<file path="config.mk">
export PLATFORM = sky130hd
export DESIGN_NAME = grpe_cfg_regs
export DESIGN_NICKNAME = d
export VERILOG_FILES = /design/src/hdl/grpe_pkg.sv /design/src/hdl/grpe_cfg_regs.sv
export SDC_FILE = /design/constraint.sdc
export NUM_CORES = 1
export LEC_CHECK = 0
export ABC_AREA = 1
export BUFFER_PORTS_ARGS = -buffer_cell sky130_fd_sc_hd__buf_2
export CORE_AREA = 2 2 96 98
export DETAILED_ROUTE_END_ITERATION = 8
export DIE_AREA = 0 0 98 100
export PLACE_DENSITY = 0.51
export SYNTH_ARGS = -nofsm -noshare
export SYNTH_HDL_FRONTEND = slang
export SYNTH_SLANG_ARGS = --single-unit
</file>
<file path="constraint.sdc">
create_clock -name clk -period 2.15 [get_ports clk]
set_clock_uncertainty 0.15 [all_clocks]
set_input_delay 0.43 -clock clk [delete_from_list [all_inputs] [get_ports clk]]
set_output_delay 0.43 -clock clk [all_outputs]
set_load 0.01 [all_outputs]
</file>
<file path="src/hdl/grpe_pkg.sv">
// Shared types and constants for the glyph row pixel expander.
// No dependencies; every module of the block imports this package.
`default_nettype none

package grpe_pkg;

    localparam int STORE_BYTES     = 8192;
    localparam int STORE_AW        = $clog2(STORE_BYTES);
    localparam int MAX_CELL_WIDTH  = 16;
    localparam int MAX_CELL_HEIGHT = 16;

    // Configuration register indices
    localparam logic [2:0] REG_FRAME_BASE  = 3'd0;
    localparam logic [2:0] REG_LINE_PITCH  = 3'd1;
    localparam logic [2:0] REG_PIXEL_BYTES = 3'd2;
    localparam logic [2:0] REG_CELL_WIDTH  = 3'd3;
    localparam logic [2:0] REG_CELL_HEIGHT = 3'd4;
    localparam logic [2:0] REG_ROW_BYTES   = 3'd5;

    // Commands
    localparam logic CMD_LOAD = 1'b0;
    localparam logic CMD_DRAW = 1'b1;

    localparam logic [7:0] SPACE_CODE = 8'h20;
    localparam logic [7:0] NULL_CODE  = 8'h00;

    typedef struct packed {
        logic        command;
        logic [7:0]  glyph_code;
        logic [3:0]  cell_row;
        logic [11:0] pos_x;
        logic [11:0] pos_y;
        logic [31:0] fg_color;
        logic [31:0] bg_color;
        logic [12:0] load_addr;
        logic [7:0]  load_data;
    } item_t;

    typedef struct packed {
        logic [31:0] write_addr;
        logic [31:0] write_data;
        logic [2:0]  write_size;
        logic        last_pixel;
    } result_t;

    typedef struct packed {
        logic [31:0] frame_base;
        logic [15:0] line_pitch;
        logic [2:0]  pixel_bytes;
        logic [4:0]  cell_width;
        logic [4:0]  cell_height;
        logic [1:0]  row_bytes;
    } cfg_t;

    // Glyph store access from the sequencer
    typedef struct packed {
        logic                wr_en;
        logic [STORE_AW-1:0] wr_addr;
        logic [7:0]          wr_data;
        logic                rd_en;
        logic [STORE_AW-1:0] rd_addr;
    } ram_req_t;

endpackage

`default_nettype wire

</file>
<file path="src/hdl/grpe_cfg_regs.sv">
// Configuration register file of the glyph row pixel expander.
// Depends on grpe_pkg for the register indices and cfg_t.
`default_nettype none

module grpe_cfg_regs
(
    input  wire logic               clk,
    input  wire logic               rst_n,
    input  wire logic               cfg_write,
    input  wire logic [2:0]         cfg_index,
    input  wire logic [31:0]        cfg_data,
    output grpe_pkg::cfg_t          cfg
);
    import grpe_pkg::*;

    cfg_t cfg_reg;

    always_ff @(posedge clk or negedge rst_n)
    begin
        if (!rst_n)
        begin
            cfg_reg.frame_base  <= 32'd0;
            cfg_reg.line_pitch  <= 16'd4096;
            cfg_reg.pixel_bytes <= 3'd4;
            cfg_reg.cell_width  <= 5'd8;
            cfg_reg.cell_height <= 5'd16;
            cfg_reg.row_bytes   <= 2'd1;
        end
        else if (cfg_write)
        begin
            unique case (cfg_index)
                REG_FRAME_BASE:  cfg_reg.frame_base  <= cfg_data;
                REG_LINE_PITCH:  cfg_reg.line_pitch  <= cfg_data[15:0];
                REG_PIXEL_BYTES: cfg_reg.pixel_bytes <= cfg_data[2:0];
                REG_CELL_WIDTH:  cfg_reg.cell_width  <= cfg_data[4:0];
                REG_CELL_HEIGHT: cfg_reg.cell_height <= cfg_data[4:0];
                REG_ROW_BYTES:   cfg_reg.row_bytes   <= cfg_data[1:0];
                default:         ;
            endcase
        end
    end

    assign cfg = cfg_reg;

endmodule

`default_nettype wire

</file>
==> impl_metrics.tcl, run 1 <==
set metrics [dict create \
    preCtsSetupSlack_ps 492.3 \
    clkSinkCount 63 \
    synth_top_cell_area_share 0.5714 \
    synth_cell_types 11 \
    antenna_found_initial 0 \
    synthToLayoutAreaGrowth_pct 32.36 \
    ys_seq_area_frac 0.6232 \
    wire_per_inst_um 13.76 \
    fin_nets 431 \
    track_usage 0.1508 \
    slew_violations 0 \
    syn_area_per_cell_um2 8.819 \
    largest_reg_flops 63 \
    combPwrFrac 0.211 \
    placed_cells 492 \
    cts_tree "done" \
    status "finished, final reports clean" \
    power_leakage_uw 0.001938 \
    portBuffers 100 \
    synthTopCellsByArea "dfrtp_1 57%, nand2_1 21%, nand3_1 11%" \
    vias 2270 \
    maxSlewHeadroom 0.6356 \
    fmax_mhz 631.5 \
    syn_nets 326 \
    initial_utilization 0.2857 \
    min_period_over_period 0.7366 \
    path_class "reg -> out" \
    hold_viol 0 \
    hpwl_mm 4.817 \
    cts_root_buf "clkbuf_8" \
    die_w_um 98 \
    max_stage_delay_ps 540 \
    cts_htree_levels 3 \
    path_depth 1 \
    wl_mm 7.006 \
    rsz0062_at_grt "no" \
    overflow 0 \
    layout.cells.non_filler 509 \
    die_h_um 100 \
    cts_buffers 9 \
    io_pins 101 \
    antenna_left 0 \
    hp-class "in -> reg" \
    drt_pass1_iterations 5 \
    insertion_delay_ps 330 \
    drt_iter0_drc 84 \
    power_frac_seq 0.476 \
    yosys_register_bits 63 \
    p_per_area_nw_per_um2 960.1 \
    finalSetupViolCount 0 \
    r2r-start "cfg[10]$_DFFE_PN1P_" \
    yosysWarnings 0 \
    worst_pin_slew_ps 546.6 \
    min_period_ps 1584 \
    clkTransAtPathRegs_ps 70 \
    grt_pass1_vias 2274 \
    grt_max_degree 43 \
    clkPwrFrac 0.312 \
    drive_above_1_share 0.3317 \
    cts_resized 0 \
    cp_data_required_time_ps 1570 \
    core_um2 8890 \
    crit_start "cfg[6]$_DFFE_PN1P_" \
    cp_top_family "flip-flops" \
    worst-path-max-fanout 2 \
    critPathArrivalTime_ps 1000 \
    rows 35 \
    post_drt_via_cell_ratio 4.460 \
    drc 0 \
    peakVddDrop_uv 355.2 \
    clock_path_buffers 2 \
    crit_chain "buf_2" \
    critPathLaunchType "flip-flop" \
    hold_ws_ps 176.9 \
    dieArea_um2 9800 \
    gp_congestion 0.7486 \
    synth.cell_area_um2 2540 \
    crit_buf_inv 1 \
    netlist_instances 288 \
    reg2reg_depth 2 \
    layout_setup_ws_ps 566.4 \
    grt_pass1_wl_mm 11.81 \
    reg2reg_slack_ps 1290 \
    setup_tns_ps 0 \
    worstSetupEndpointType "output pin" \
    maxCapViolCount 0 \
    rr_endpoint "cfg[10]$_DFFE_PN1P_" \
    switching_share 0.3008 \
    p_int_uw 2257 \
    cp-endpoint "cfg[6]" \
    cpMaxStageDelayCell "dfstp_2" \
    n_antenna_cell 0 \
    power.switching_uw 970.9 \
    synth.largest_area_cell "dfrtp_1" \
]
[synth_stat cells]
cell       n
nand2_1  142
dfrtp_1   58
nand3_1   56
buf_2     11
dfstp_2    5
inv_1      4
nor2_1     4
buf_4      3
inv_2      2
nor2_4     2
nand2_2    1
[power by group through the flow]
stage                     clock network, uW  registers, uW  logic, uW
after global routing                   1110           1560        773
final                                  1010           1540        682
after floorplan                           0           1660        217
after CTS                              1050           1540        698
after detailed placement                  0           1560        693
after global placement                    0           1560        683
[metal layers]
metal | vias to the layer above | global-route usage | wire length, um
met2 | 87 | 0.2150 | 2950
met4 | 0 | 0.05983 | 106
met1 | 1049 | 0.2200 | 3443
met3 | 10 | 0.03760 | 506
li1 | 1124 | - | -
met5 | - | 0 | 0
[logic make-up (layout without fill, tap and decap cells)]
family	Yosys count	after routing	synth area share
buf+inv	20	130	0.03941
simple gates	205	205	0.3374
flops	63	63	0.6232
[cells in the final DEF, fill, tap and decap left out]
cell	n
dlygate4sd3_1	1
nand3_1	56
clkinv_2	3
nor2_4	3
clkbuf_8	10
dfrtp_1	58
inv_2	2
nor2_1	3
bufinv_16	1
nand2_2	1
clkbuf_1	2
buf_4	7
buf_2	100
dfstp_2	5
nand2_1	142
inv_1	4
[through the flow]
stage | total power [uW] | utilization | instance area, um2
3_3_place_gp | 2239 | 0.3557 | 3162
5_1_grt | 3450 | 0.3782 | 3362
3_5_place_dp | 2251 | 0.3557 | 3162
2_1_floorplan | 1880 | - | 2540
6_report | 3228 | 0.3782 | 3362
4_1_cts | 3285 | 0.3782 | 3362
[worst min path at each step]
stage,slack (ps),start,cells past startpoint,to
final,180,cfg_data[17],3,cfg[48]$_DFFE_PN0P_
after global routing,170,cfg_data[16],3,cfg[47]$_DFFE_PN0P_
after CTS,160,cfg_data[16],3,cfg[47]$_DFFE_PN0P_
after detailed placement,290,rst_n,2,cfg[40]$_DFFE_PN0P_
after global placement,280,rst_n,2,cfg[47]$_DFFE_PN0P_
after floorplan,-20,rst_n,0,cfg[11]$_DFFE_PN0P_
[timing repair]
item,4_1_cts,5_1_grt
endpoints found under the hold margin,19,0
setup buffers,0,0
hold buffers,1,0
setup endpoints to repair,0,0
[final cells by class]
type	count	area, um2
clock buffers	12	145.1
clock inverters	4	45.04
fillers	958	5528
inverters	6	22.52
multi-input cells	205	864.6
flip-flops and latches	63	1583
well taps	111	138.9
repair buffers	108	563.0
No activity file was read; power rests on OpenSTA's default activity.
==> run 2, diff against run 1 <==
Clock period 2.15 ns to 1.5 ns, I/O delays scaled along.
==> run 2 against run 1 <==
Register-to-register slack worse by 640 ps. Via count is 0.79% higher. Wire length shrank 2.5%. Total power up 47%.
==> impl_metrics.tcl, run 2 (synthesized netlist as in run 1, its figures left out) <==
set metrics [dict create \
    status "finished, final reports clean" \
    rr_endpoint "cfg[10]$_DFFE_PN1P_" \
    fmax_mhz 694.0 \
    critPathArrivalTime_ps 990 \
    drt_pass1_iterations 4 \
    maxSlewHeadroom 0.7756 \
    finalSetupViolCount 0 \
    drive_above_1_share 0.3308 \
    cp_top_family "flip-flops" \
    crit_buf_inv 1 \
    grt_max_degree 64 \
    layout_common_cells "142 x nand2_1, 100 x buf_2, 58 x dfrtp_1, 56 x nand3_1, 9 x clkbuf_8" \
    peakVddDrop_uv 509.3 \
    path_class "reg -> out" \
    n_antenna_cell 0 \
    cts_resized 0 \
    maxCapViolCount 0 \
    fin_nets 432 \
    clock_path_buffers 2 \
    power_leakage_uw 0.001962 \
    reg2reg_depth 2 \
    track_usage 0.1420 \
    power.total_uw 4746 \
    min_to "cfg[27]$_DFFE_PN1P_" \
    placed_cells 493 \
    die_h_um 100 \
    crit_chain "buf_2" \
    final_common_cell "nand2_1" \
    antenna_left 0 \
    hpwl_mm 4.755 \
    largest_reg_flops 63 \
    min_period_over_period 0.9606 \
    synthToLayoutAreaGrowth_pct 34.73 \
    hold_viol 0 \
    insertion_delay_ps 330 \
    worst-path-max-fanout 2 \
    critPathLaunchType "flip-flop" \
    io_pins 101 \
    initial_utilization 0.2857 \
    post_drt_via_cell_ratio 4.486 \
    antenna_found_initial 0 \
    wire_per_inst_um 13.39 \
    reg2reg_slack_ps 650 \
    core_um2 8890 \
    worstSetupEndpointType "output pin" \
    dieArea_um2 9800 \
    worst_pin_slew_ps 335.4 \
    max_stage_delay_ps 540 \
    clkSinkCount 63 \
    p_per_area_nw_per_um2 1387 \
    layout.cells.non_filler 510 \
    cts_htree_levels 3 \
    drt_iter0_drc 64 \
    grt_pass1_wl_mm 10.81 \
    r2r-start "cfg[10]$_DFFE_PN1P_" \
    die_w_um 98 \
    gp_congestion 0.7500 \
    cts_root_buf "clkbuf_8" \
    portBuffers 100 \
    drc 0 \
    overflow 0 \
    cp_data_required_time_ps 1050 \
    wl_mm 6.828 \
    rsz0062_at_grt "no" \
    rows 35 \
    vias 2288 \
    cts_buffers 9 \
    worstHoldPathCells 3 \
    min_period_ps 1441 \
    utilization 0.3849 \
    clkTransAtPathRegs_ps 70 \
    slew_violations 0 \
    hp-class "in -> reg" \
    grt_pass1_vias 2159 \
    setup_tns_ps 0 \
    cts_tree "done" \
    cpMaxStageDelayCell "dfstp_2" \
    hold_start "cfg_data[12]" \
]
run 2: cell types whose count changed in the layout (fill, tap and decap cells not counted), sizes merged:
cell    previous run  this run
buf              107       108
bufinv             1         2
clkinv             3         2
run 2: per-stage QoR:
stage / hold WS [ps] / setup slack (ps) / instance area, um2
final: 44.09 / 59.03 / 3422
after detailed placement: 194.3 / 139.9 / 3207
after floorplan: -145.6 / 370.6 / 2540
after CTS: 26.12 / 26.32 / 3422
after global placement: 194.2 / 160.5 / 3207
after global routing: 50.92 / 18.78 / 3422
run 2: worst min-delay path: cells and delay by family:
| family | cells | cell delay (ps) |
|---|---|---|
| AND/OR/NAND/NOR | 2 | 120 |
| buffers and inverters | 1 | 110 |
run 2: metal layers:
layer | part of all wire | wire (um) | global-route usage
met3 | 0.064 | 439 | 0.03203
met5 | 0 | 0 | 0
met1 | 0.48 | 3263 | 0.1938
met4 | 0.011 | 77 | 0.06410
met2 | 0.45 | 3048 | 0.2171
run 2: power breakdown:
group / leakage, uW / internal [uW] / switching [uW]
combinational: 0.00108 / 405 / 575
sequential: 0.000782 / 2040 / 176
clock: 0.000104 / 933 / 623
total: 0.00196 / 3370 / 1370
run 2: worst max-delay path by stage:
stage | start | endpoint | slack [ps] | depth (start not counted)
final | cfg[6]$_DFFE_PN1P_ | cfg[6] | 60 | 1
after global routing | cfg[6]$_DFFE_PN1P_ | cfg[6] | 20 | 1
after CTS | cfg[6]$_DFFE_PN1P_ | cfg[6] | 30 | 1
after detailed placement | cfg_index[2] | cfg[8]$_DFFE_PN0P_ | 140 | 6
after global placement | cfg_index[2] | cfg[8]$_DFFE_PN0P_ | 160 | 6
after floorplan | cfg_write | cfg[31]$_DFFE_PN0P_ | 370 | 6
run 2: cell type report:
cell class | count | area [um2]
sequential | 63 | 1583
inverter | 6 | 22.52
multi-input combinational | 205 | 864.6
tap | 111 | 138.9
timing repair buffer | 109 | 608.1
fill | 973 | 5468
clock buffer | 12 | 135.1
clock inverter | 4 | 70.07
run 2: timing repair:
| item | in CTS | in global routing |
|---|---|---|
| hold endpoints to repair | 58 | 0 |
| hold buffers | 1 | 0 |
| buffers inserted | 0 | 0 |
