### src/hdl/grpe_pkg.sv
// Shared types and constants for the glyph row pixel expander.
// No dependencies; every module of the block imports this package.
`default_nettype none

package grpe_pkg;

    localparam int STORE_BYTES     = 8192;
    localparam int STORE_AW        = $clog2(STORE_BYTES);
    localparam int MAX_CELL_WIDTH  = 16;
    localparam int MAX_CELL_HEIGHT = 16;

    // Configuration register indices
    localparam logic [2:0] REG_FRAME_BASE  = 3'd0;
    localparam logic [2:0] REG_LINE_PITCH  = 3'd1;
    localparam logic [2:0] REG_PIXEL_BYTES = 3'd2;
    localparam logic [2:0] REG_CELL_WIDTH  = 3'd3;
    localparam logic [2:0] REG_CELL_HEIGHT = 3'd4;
    localparam logic [2:0] REG_ROW_BYTES   = 3'd5;

    // Commands
    localparam logic CMD_LOAD = 1'b0;
    localparam logic CMD_DRAW = 1'b1;

    localparam logic [7:0] SPACE_CODE = 8'h20;
    localparam logic [7:0] NULL_CODE  = 8'h00;

    typedef struct packed {
        logic        command;
        logic [7:0]  glyph_code;
        logic [3:0]  cell_row;
        logic [11:0] pos_x;
        logic [11:0] pos_y;
        logic [31:0] fg_color;
        logic [31:0] bg_color;
        logic [12:0] load_addr;
        logic [7:0]  load_data;
    } item_t;

    typedef struct packed {
        logic [31:0] write_addr;
        logic [31:0] write_data;
        logic [2:0]  write_size;
        logic        last_pixel;
    } result_t;

    typedef struct packed {
        logic [31:0] frame_base;
        logic [15:0] line_pitch;
        logic [2:0]  pixel_bytes;
        logic [4:0]  cell_width;
        logic [4:0]  cell_height;
        logic [1:0]  row_bytes;
    } cfg_t;

    // Glyph store access from the sequencer
    typedef struct packed {
        logic                wr_en;
        logic [STORE_AW-1:0] wr_addr;
        logic [7:0]          wr_data;
        logic                rd_en;
        logic [STORE_AW-1:0] rd_addr;
    } ram_req_t;

endpackage

`default_nettype wire

### src/hdl/grpe_row_seq.sv
// Row sequencer: accepts commands, fetches the glyph row bytes and emits
// one pixel write per cycle. Depends on grpe_pkg.
`default_nettype none

module grpe_row_seq
(
    input  wire logic               clk,
    input  wire logic               rst_n,
    input  wire grpe_pkg::cfg_t     cfg,
    input  wire logic               start,
    input  wire grpe_pkg::item_t    item,
    output logic                    busy,
    output grpe_pkg::ram_req_t      ram_req,
    input  wire logic [7:0]         rd_data,
    output logic                    result_valid,
    output grpe_pkg::result_t       result
);
    import grpe_pkg::*;

    localparam logic [2:0] S_IDLE  = 3'd0;
    localparam logic [2:0] S_CALC1 = 3'd1;
    localparam logic [2:0] S_CALC2 = 3'd2;
    localparam logic [2:0] S_CALC3 = 3'd3;
    localparam logic [2:0] S_RD1   = 3'd4;
    localparam logic [2:0] S_RD2   = 3'd5;
    localparam logic [2:0] S_EMIT  = 3'd6;

    logic [2:0]          state_reg, state_next;
    item_t               item_reg;
    logic [12:0]         gh_reg;         // glyph code * height
    logic [12:0]         yrow_reg;
    logic [14:0]         px_off_reg;
    logic [STORE_AW-1:0] gbase_reg;
    logic [28:0]         line_off_reg;
    logic [31:0]         addr_reg;
    logic [15:0]         bits_reg;
    logic [3:0]          col_reg;
    logic                blank_reg;
    logic                result_valid_reg;
    result_t             result_reg;

    logic [4:0]          w_eff, h_eff;
    logic                accept, draw_ok, set_bit, last_col;
    logic [13:0]         gbase_full;
    logic [31:0]         pix_mask;

    assign w_eff = (cfg.cell_width > 5'(MAX_CELL_WIDTH)) ? 5'(MAX_CELL_WIDTH)
                                                         : cfg.cell_width;
    assign h_eff = (cfg.cell_height > 5'(MAX_CELL_HEIGHT)) ? 5'(MAX_CELL_HEIGHT)
                                                           : cfg.cell_height;

    assign accept  = start && (state_reg == S_IDLE);
    assign draw_ok = (cfg.pixel_bytes >= 3'd2) && (cfg.pixel_bytes <= 3'd4)
                     && (w_eff != 5'd0) && ({1'b0, item_reg.cell_row} < h_eff);

    assign gbase_full = (14'(gh_reg) + 14'(item_reg.cell_row)) * 14'(cfg.row_bytes);
    assign set_bit    = !blank_reg && bits_reg[4'd15 - col_reg];
    assign last_col   = ({1'b0, col_reg} == (w_eff - 5'd1));

    always_comb
    begin
        unique case (cfg.pixel_bytes)
            3'd2:    pix_mask = 32'h0000_FFFF;
            3'd3:    pix_mask = 32'h00FF_FFFF;
            default: pix_mask = 32'hFFFF_FFFF;
        endcase
    end

    always_comb
    begin
        ram_req.wr_en   = accept && (item.command == CMD_LOAD);
        ram_req.wr_addr = item.load_addr[STORE_AW-1:0];
        ram_req.wr_data = item.load_data;
        ram_req.rd_en   = (state_reg == S_CALC3) || (state_reg == S_RD1);
        ram_req.rd_addr = (state_reg == S_RD1) ? gbase_reg + STORE_AW'(1) : gbase_reg;
    end

    always_comb
    begin
        state_next = state_reg;
        unique case (state_reg)
            S_IDLE:
            begin
                if (accept && (item.command == CMD_DRAW))
                begin
                    state_next = S_CALC1;
                end
            end
            S_CALC1: state_next = draw_ok ? S_CALC2 : S_IDLE;
            S_CALC2: state_next = S_CALC3;
            S_CALC3: state_next = S_RD1;
            S_RD1:   state_next = S_RD2;
            S_RD2:   state_next = S_EMIT;
            S_EMIT:  state_next = last_col ? S_IDLE : S_EMIT;
            default: state_next = S_IDLE;
        endcase
    end

    always_ff @(posedge clk or negedge rst_n)
    begin
        if (!rst_n)
        begin
            state_reg        <= S_IDLE;
            result_valid_reg <= 1'b0;
        end
        else
        begin
            state_reg        <= state_next;
            result_valid_reg <= (state_reg == S_EMIT);
        end
    end

    always_ff @(posedge clk)
    begin
        if (accept)
        begin
            item_reg <= item;
        end
        if (state_reg == S_CALC1)
        begin
            gh_reg     <= 13'(item_reg.glyph_code * h_eff);
            yrow_reg   <= 13'(item_reg.pos_y) + 13'(item_reg.cell_row);
            px_off_reg <= 15'(item_reg.pos_x * cfg.pixel_bytes);
            blank_reg  <= (cfg.pixel_bytes == 3'd4)
                          && ((item_reg.glyph_code == SPACE_CODE)
                              || (item_reg.glyph_code == NULL_CODE));
        end
        if (state_reg == S_CALC2)
        begin
            gbase_reg    <= gbase_full[STORE_AW-1:0];
            line_off_reg <= 29'(yrow_reg * cfg.line_pitch);
        end
        if (state_reg == S_CALC3)
        begin
            addr_reg <= cfg.frame_base + 32'(line_off_reg) + 32'(px_off_reg);
            col_reg  <= 4'd0;
        end
        if (state_reg == S_RD1)
        begin
            bits_reg[15:8] <= rd_data;
        end
        if (state_reg == S_RD2)
        begin
            bits_reg[7:0] <= rd_data;
        end
        if (state_reg == S_EMIT)
        begin
            result_reg.write_addr <= addr_reg;
            result_reg.write_data <= (set_bit ? item_reg.fg_color : item_reg.bg_color)
                                     & pix_mask;
            result_reg.write_size <= cfg.pixel_bytes;
            result_reg.last_pixel <= last_col;
            addr_reg              <= addr_reg + 32'(cfg.pixel_bytes);
            col_reg               <= col_reg + 4'd1;
        end
    end

    assign busy         = (state_reg != S_IDLE);
    assign result_valid = result_valid_reg;
    assign result       = result_reg;

    a_strobe_from_emit: assert property (@(posedge clk) disable iff (!rst_n)
        result_valid_reg |-> $past(state_reg == S_EMIT))
        else $error("result strobe without an emit cycle");

    a_last_ends_row: assert property (@(posedge clk) disable iff (!rst_n)
        (result_valid_reg && result_reg.last_pixel) |=> !result_valid_reg)
        else $error("write after the last pixel of a row");

    a_col_in_cell: assert property (@(posedge clk) disable iff (!rst_n)
        (state_reg == S_EMIT) |-> ({1'b0, col_reg} < w_eff))
        else $error("column beyond cell width");

    a_no_load_write_busy: assert property (@(posedge clk) disable iff (!rst_n)
        ram_req.wr_en |-> (state_reg == S_IDLE))
        else $error("glyph store written during a draw");

endmodule

`default_nettype wire
### config.mk
export PLATFORM = sky130hd
export DESIGN_NAME = grpe_row_seq
export DESIGN_NICKNAME = d
export VERILOG_FILES = /design/src/hdl/grpe_pkg.sv /design/src/hdl/grpe_row_seq.sv
export SDC_FILE = /design/constraint.sdc
export NUM_CORES = 1
export LEC_CHECK = 0
export BUFFER_PORTS_ARGS = -buffer_cell sky130_fd_sc_hd__buf_2
export CAP_MARGIN = 20
export CORE_MARGIN = 2
export CORE_UTILIZATION = 60
export CTS_CLUSTER_SIZE = 25
export DETAILED_ROUTE_END_ITERATION = 8
export PLACE_DENSITY = 0.82
export SLEW_MARGIN = 20
export SYNTH_ARGS = -nofsm -noshare
export SYNTH_HDL_FRONTEND = slang
export SYNTH_SLANG_ARGS = --single-unit
### constraint.sdc
create_clock -name clk -period 7.7 [get_ports clk]
set_clock_uncertainty 0.1 [all_clocks]
set_input_delay 0.77 -clock clk [delete_from_list [all_inputs] [get_ports clk]]
set_output_delay 0.77 -clock clk [all_outputs]
set_load 0.05 [all_outputs]
==> metrics.csv <==
stage,metric,value,unit
critical_path,critical-path maximum fanout,16,
route,Routed Antenna Nets,0,
place,RD Place Congestion,0.876,
finish,share of cells above drive strength 1,0.147,
logic_synthesis,Post-synth EDFFs,304,
logic_synthesis,ys async rst share,0.0130,
clocking,TritonCTS Buffers,35,
worst_hold_path,min-delay src,item[109],
logic_synthesis,synthesized area,23800,um^2
critical_path,critical path data required time,7.87,ns
clocking,CTS resizes,0,
clocking,root buf cell,clkbuf_16,
clocking,CTS HTree Levels,2,
route,routed length per placed instance,18.1,um
timing,unrepaired setup endpoints after global routing,no,
grt,first-pass GRT wire length,86.1,mm
clocking,# clock sinks,308,
place,Post-DP HPWL,41.0,mm
critical_path,R2R Path Start,yrow_reg[3],
logic_synthesis,dominant synthesized flop cell,edfxtp_1,
timing,final setup TNS,0,ns
critical_path,critical path's top delay family,adder cells,
critical_path,CP max stage delay,0.65,ns
floorplan,Boundary Pins,302,
floorplan,die outline width,203,um
timing,Rel. slew slack,0.299,
critical_path,Critical Path Stages,18,
finish,Layout Nets,2991,
critical_path,CP Capture Type,flop,
clocking,postcts setup bufs,0,
outcome,status,finished clean,
worst_hold_path,worst hold path class,in2reg,
route,DR vias/cell,5.56,
clocking,"Reg clk slew, reported paths",0.06,ns
timing,Worst-Margin Slew,1.05,ns
floorplan,standard-cell rows,72,
grt,vias in the first global route,17200,
route,Post-route DRC,0,
logic_synthesis,Yosys Warn Count,0,
critical_path,R2R depth,18,
critical_path,worst setup path endpoint,line_off_reg[26],
timing,max-slew violation count,0,
timing,Setup-failing EPs final,0,
critical_path,Worst path most repeated cell,fa_1,
grt,initial antenna violation count,5,
timing,Fmax,0.165,GHz
logic_synthesis,"Avg Cell Area, Syn",10.9,um^2
route,drt total wl,53.6,mm
critical_path,Crit-path slowest cell,edfxtp_1,
clocking,clk_lat worst skew,0.54,ns
grt,largest net degree at the start of global routing,63,
timing,share of the clock period used by the worst path,0.785,
logic_synthesis,Cells after Synth,2190,
critical_path,FF-to-FF setup slack,1.65,ns
critical_path,critical-path cell list,and2_1 > fa_1 > inv_1 > fa_1 > inv_1 > fa_1 > inv_1 > fa_1 > fa_1 > inv_1 > ha_1 > a21oi_1 > o22ai_1 > o31ai_1 > a31oi_1 > a21oi_1 > o21ai_0 > xor2_1,
floorplan,core area,38900,um^2
finish,max reg flops,100,
critical_path,CP Data Arrival Time,6.22,ns
finish,fillers,2876,
clocking,Max Buffers Root-to-Sink,3,
floorplan,Die Ht,203,um
timing,final hold vios,0,
worst_hold_path,WHS Path Cells,1,
critical_path,CP Class,reg2reg,
critical_path,Reg-to-Reg End,line_off_reg[26],
place,PortBufs,259,
grt,grt ovf,0,
critical_path,CP Launch Point,yrow_reg[3],
flow_run,max_cap viols,0,
logic_synthesis,Synth cell types,68,
floorplan,Initial Util,0.612,
route,DRT iter0 DRCs,1076,
clocking,CTS tree,built,
critical_path,type of element launching the critical path,flop,
grt,GRT Overall Usage,0.263,
logic_synthesis,register bit count reported by yosys,308,
timing,minimum clock period,6.05,ns
floorplan,total die area,41300,um^2
critical_path,CP bufs+invs,4,
finish,Area growth syn-to-layout,11.6,%
route,total number of vias,16500,
logic_synthesis,syn nets,2770,
route,DR pass1 iterations,5,
logic_synthesis,"Seq/Total Area, Yosys",0.388,
cells in the final DEF (no fill, tap or decap), drive strengths merged, types with 32 or more instances in the layout:
| master | instances |
|---|---|
| nor2b | 32 |
| inv | 301 |
| nor2 | 91 |
| nand2 | 251 |
| buf | 268 |
| clkbuf | 43 |
| fa | 203 |
| edfxtp | 304 |
| o21ai | 55 |
| xnor2 | 79 |
| xor2 | 54 |
| ha | 181 |
| and2 | 139 |
| nand3 | 38 |
| a21oi | 101 |
cells by family (layout without fill, tap and decap cells):
logic type | count (synthesis) | after routing | share of synthesized area
flops | 308 | 308 | 0.388
buf+inv | 382 | 628 | 0.0650
fa+ha+maj | 384 | 384 | 0.266
xor+xnor | 133 | 133 | 0.0489
mux | 43 | 43 | 0.0216
other cells | 0 | 6 | 0
simple gates | 668 | 668 | 0.140
compound gates | 272 | 272 | 0.0714
area by class of cell:
type                       count  area (um^2)  share of cell area
tap                          518          648              0.0244
clock buffer                  43          906              0.0341
multi-input combinational   1500        13100               0.492
antenna                        6         15.0            0.000565
inverter                     297         1120              0.0420
clock inverter                19          205             0.00772
sequential                   308         9230               0.347
timing repair buffer         269         1390              0.0524
repair_timing:
action,CTS,global route
hold endpoints to repair,4,0
setup endpoints to repair,0,0
hold buffers,1,0
cell usage after synthesis, types with 3 or more instances:
cell type / count / area share
a211oi_1: 10 / 0.0032
a21boi_0: 6 / 0.0019
a21o_1: 28 / 0.0088
a21oi_1: 101 / 0.021
a311oi_1: 4 / 0.0015
a31oi_1: 10 / 0.0026
and2_1: 139 / 0.037
and3_1: 12 / 0.0032
and4_1: 8 / 0.0029
buf_1: 3 / 0.00047
buf_4: 22 / 0.0069
buf_6: 4 / 0.0019
clkbuf_1: 55 / 0.0087
dfrtp_1: 4 / 0.0042
edfxtp_1: 304 / 0.38
fa_1: 203 / 0.17
ha_1: 181 / 0.095
inv_1: 297 / 0.047
mux2_1: 4 / 0.0019
mux2_2: 13 / 0.0061
mux2i_1: 21 / 0.0088
mux4_2: 5 / 0.0047
nand2_1: 251 / 0.040
nand2b_1: 14 / 0.0037
nand3_1: 38 / 0.0080
nand4_1: 27 / 0.0071
nor2_1: 91 / 0.014
nor2b_1: 32 / 0.0084
nor3_1: 19 / 0.0040
nor3b_1: 8 / 0.0025
nor4_1: 5 / 0.0013
nor4b_1: 3 / 0.0011
o211a_1: 3 / 0.0013
o211ai_1: 10 / 0.0032
o21a_1: 9 / 0.0028
o21ai_0: 54 / 0.011
o21bai_1: 7 / 0.0022
o22ai_1: 4 / 0.0011
o31a_1: 5 / 0.0018
or2_2: 7 / 0.0018
or3_1: 6 / 0.0016
or4_1: 3 / 0.00095
xnor2_1: 79 / 0.029
xor2_1: 54 / 0.020
how the worst min path moves through the flow:
stage	to	slack, ns
after floorplan	result[36]	0.33
after global placement	result[36]	0.35
after detailed placement	result[38]	0.35
after CTS	item_reg[109]	0.27
after global routing	item_reg[109]	0.28
final	item_reg[109]	0.30
stage by stage:
stage                     worst slack [ns]  hold WS [ns]  cell area [um^2]   util  std cells
after detailed placement              1.47         0.350             25400  0.653       2890
final                                 1.65         0.298             26600  0.683       2960
after global routing                  1.34         0.280             26600  0.683       2960
after CTS                             1.67         0.273             26500  0.682       2953
after global placement                1.63         0.346             25400  0.653       2890
after floorplan                       1.58         0.331             23800      -       2190
routing by layer:
layer / vias up / global-route usage / wire [um]
li1: 7788 / - / -
met1: 8062 / 0.348 / 23100
met4: 0 / 0.0915 / 1370
met2: 517 / 0.446 / 25800
met5: - / 0 / 0
met3: 91 / 0.0414 / 3350
Power is left out: the tool's default activity adds up to more than one toggle a clock period on the data nets, which glitch-free logic cannot reach.
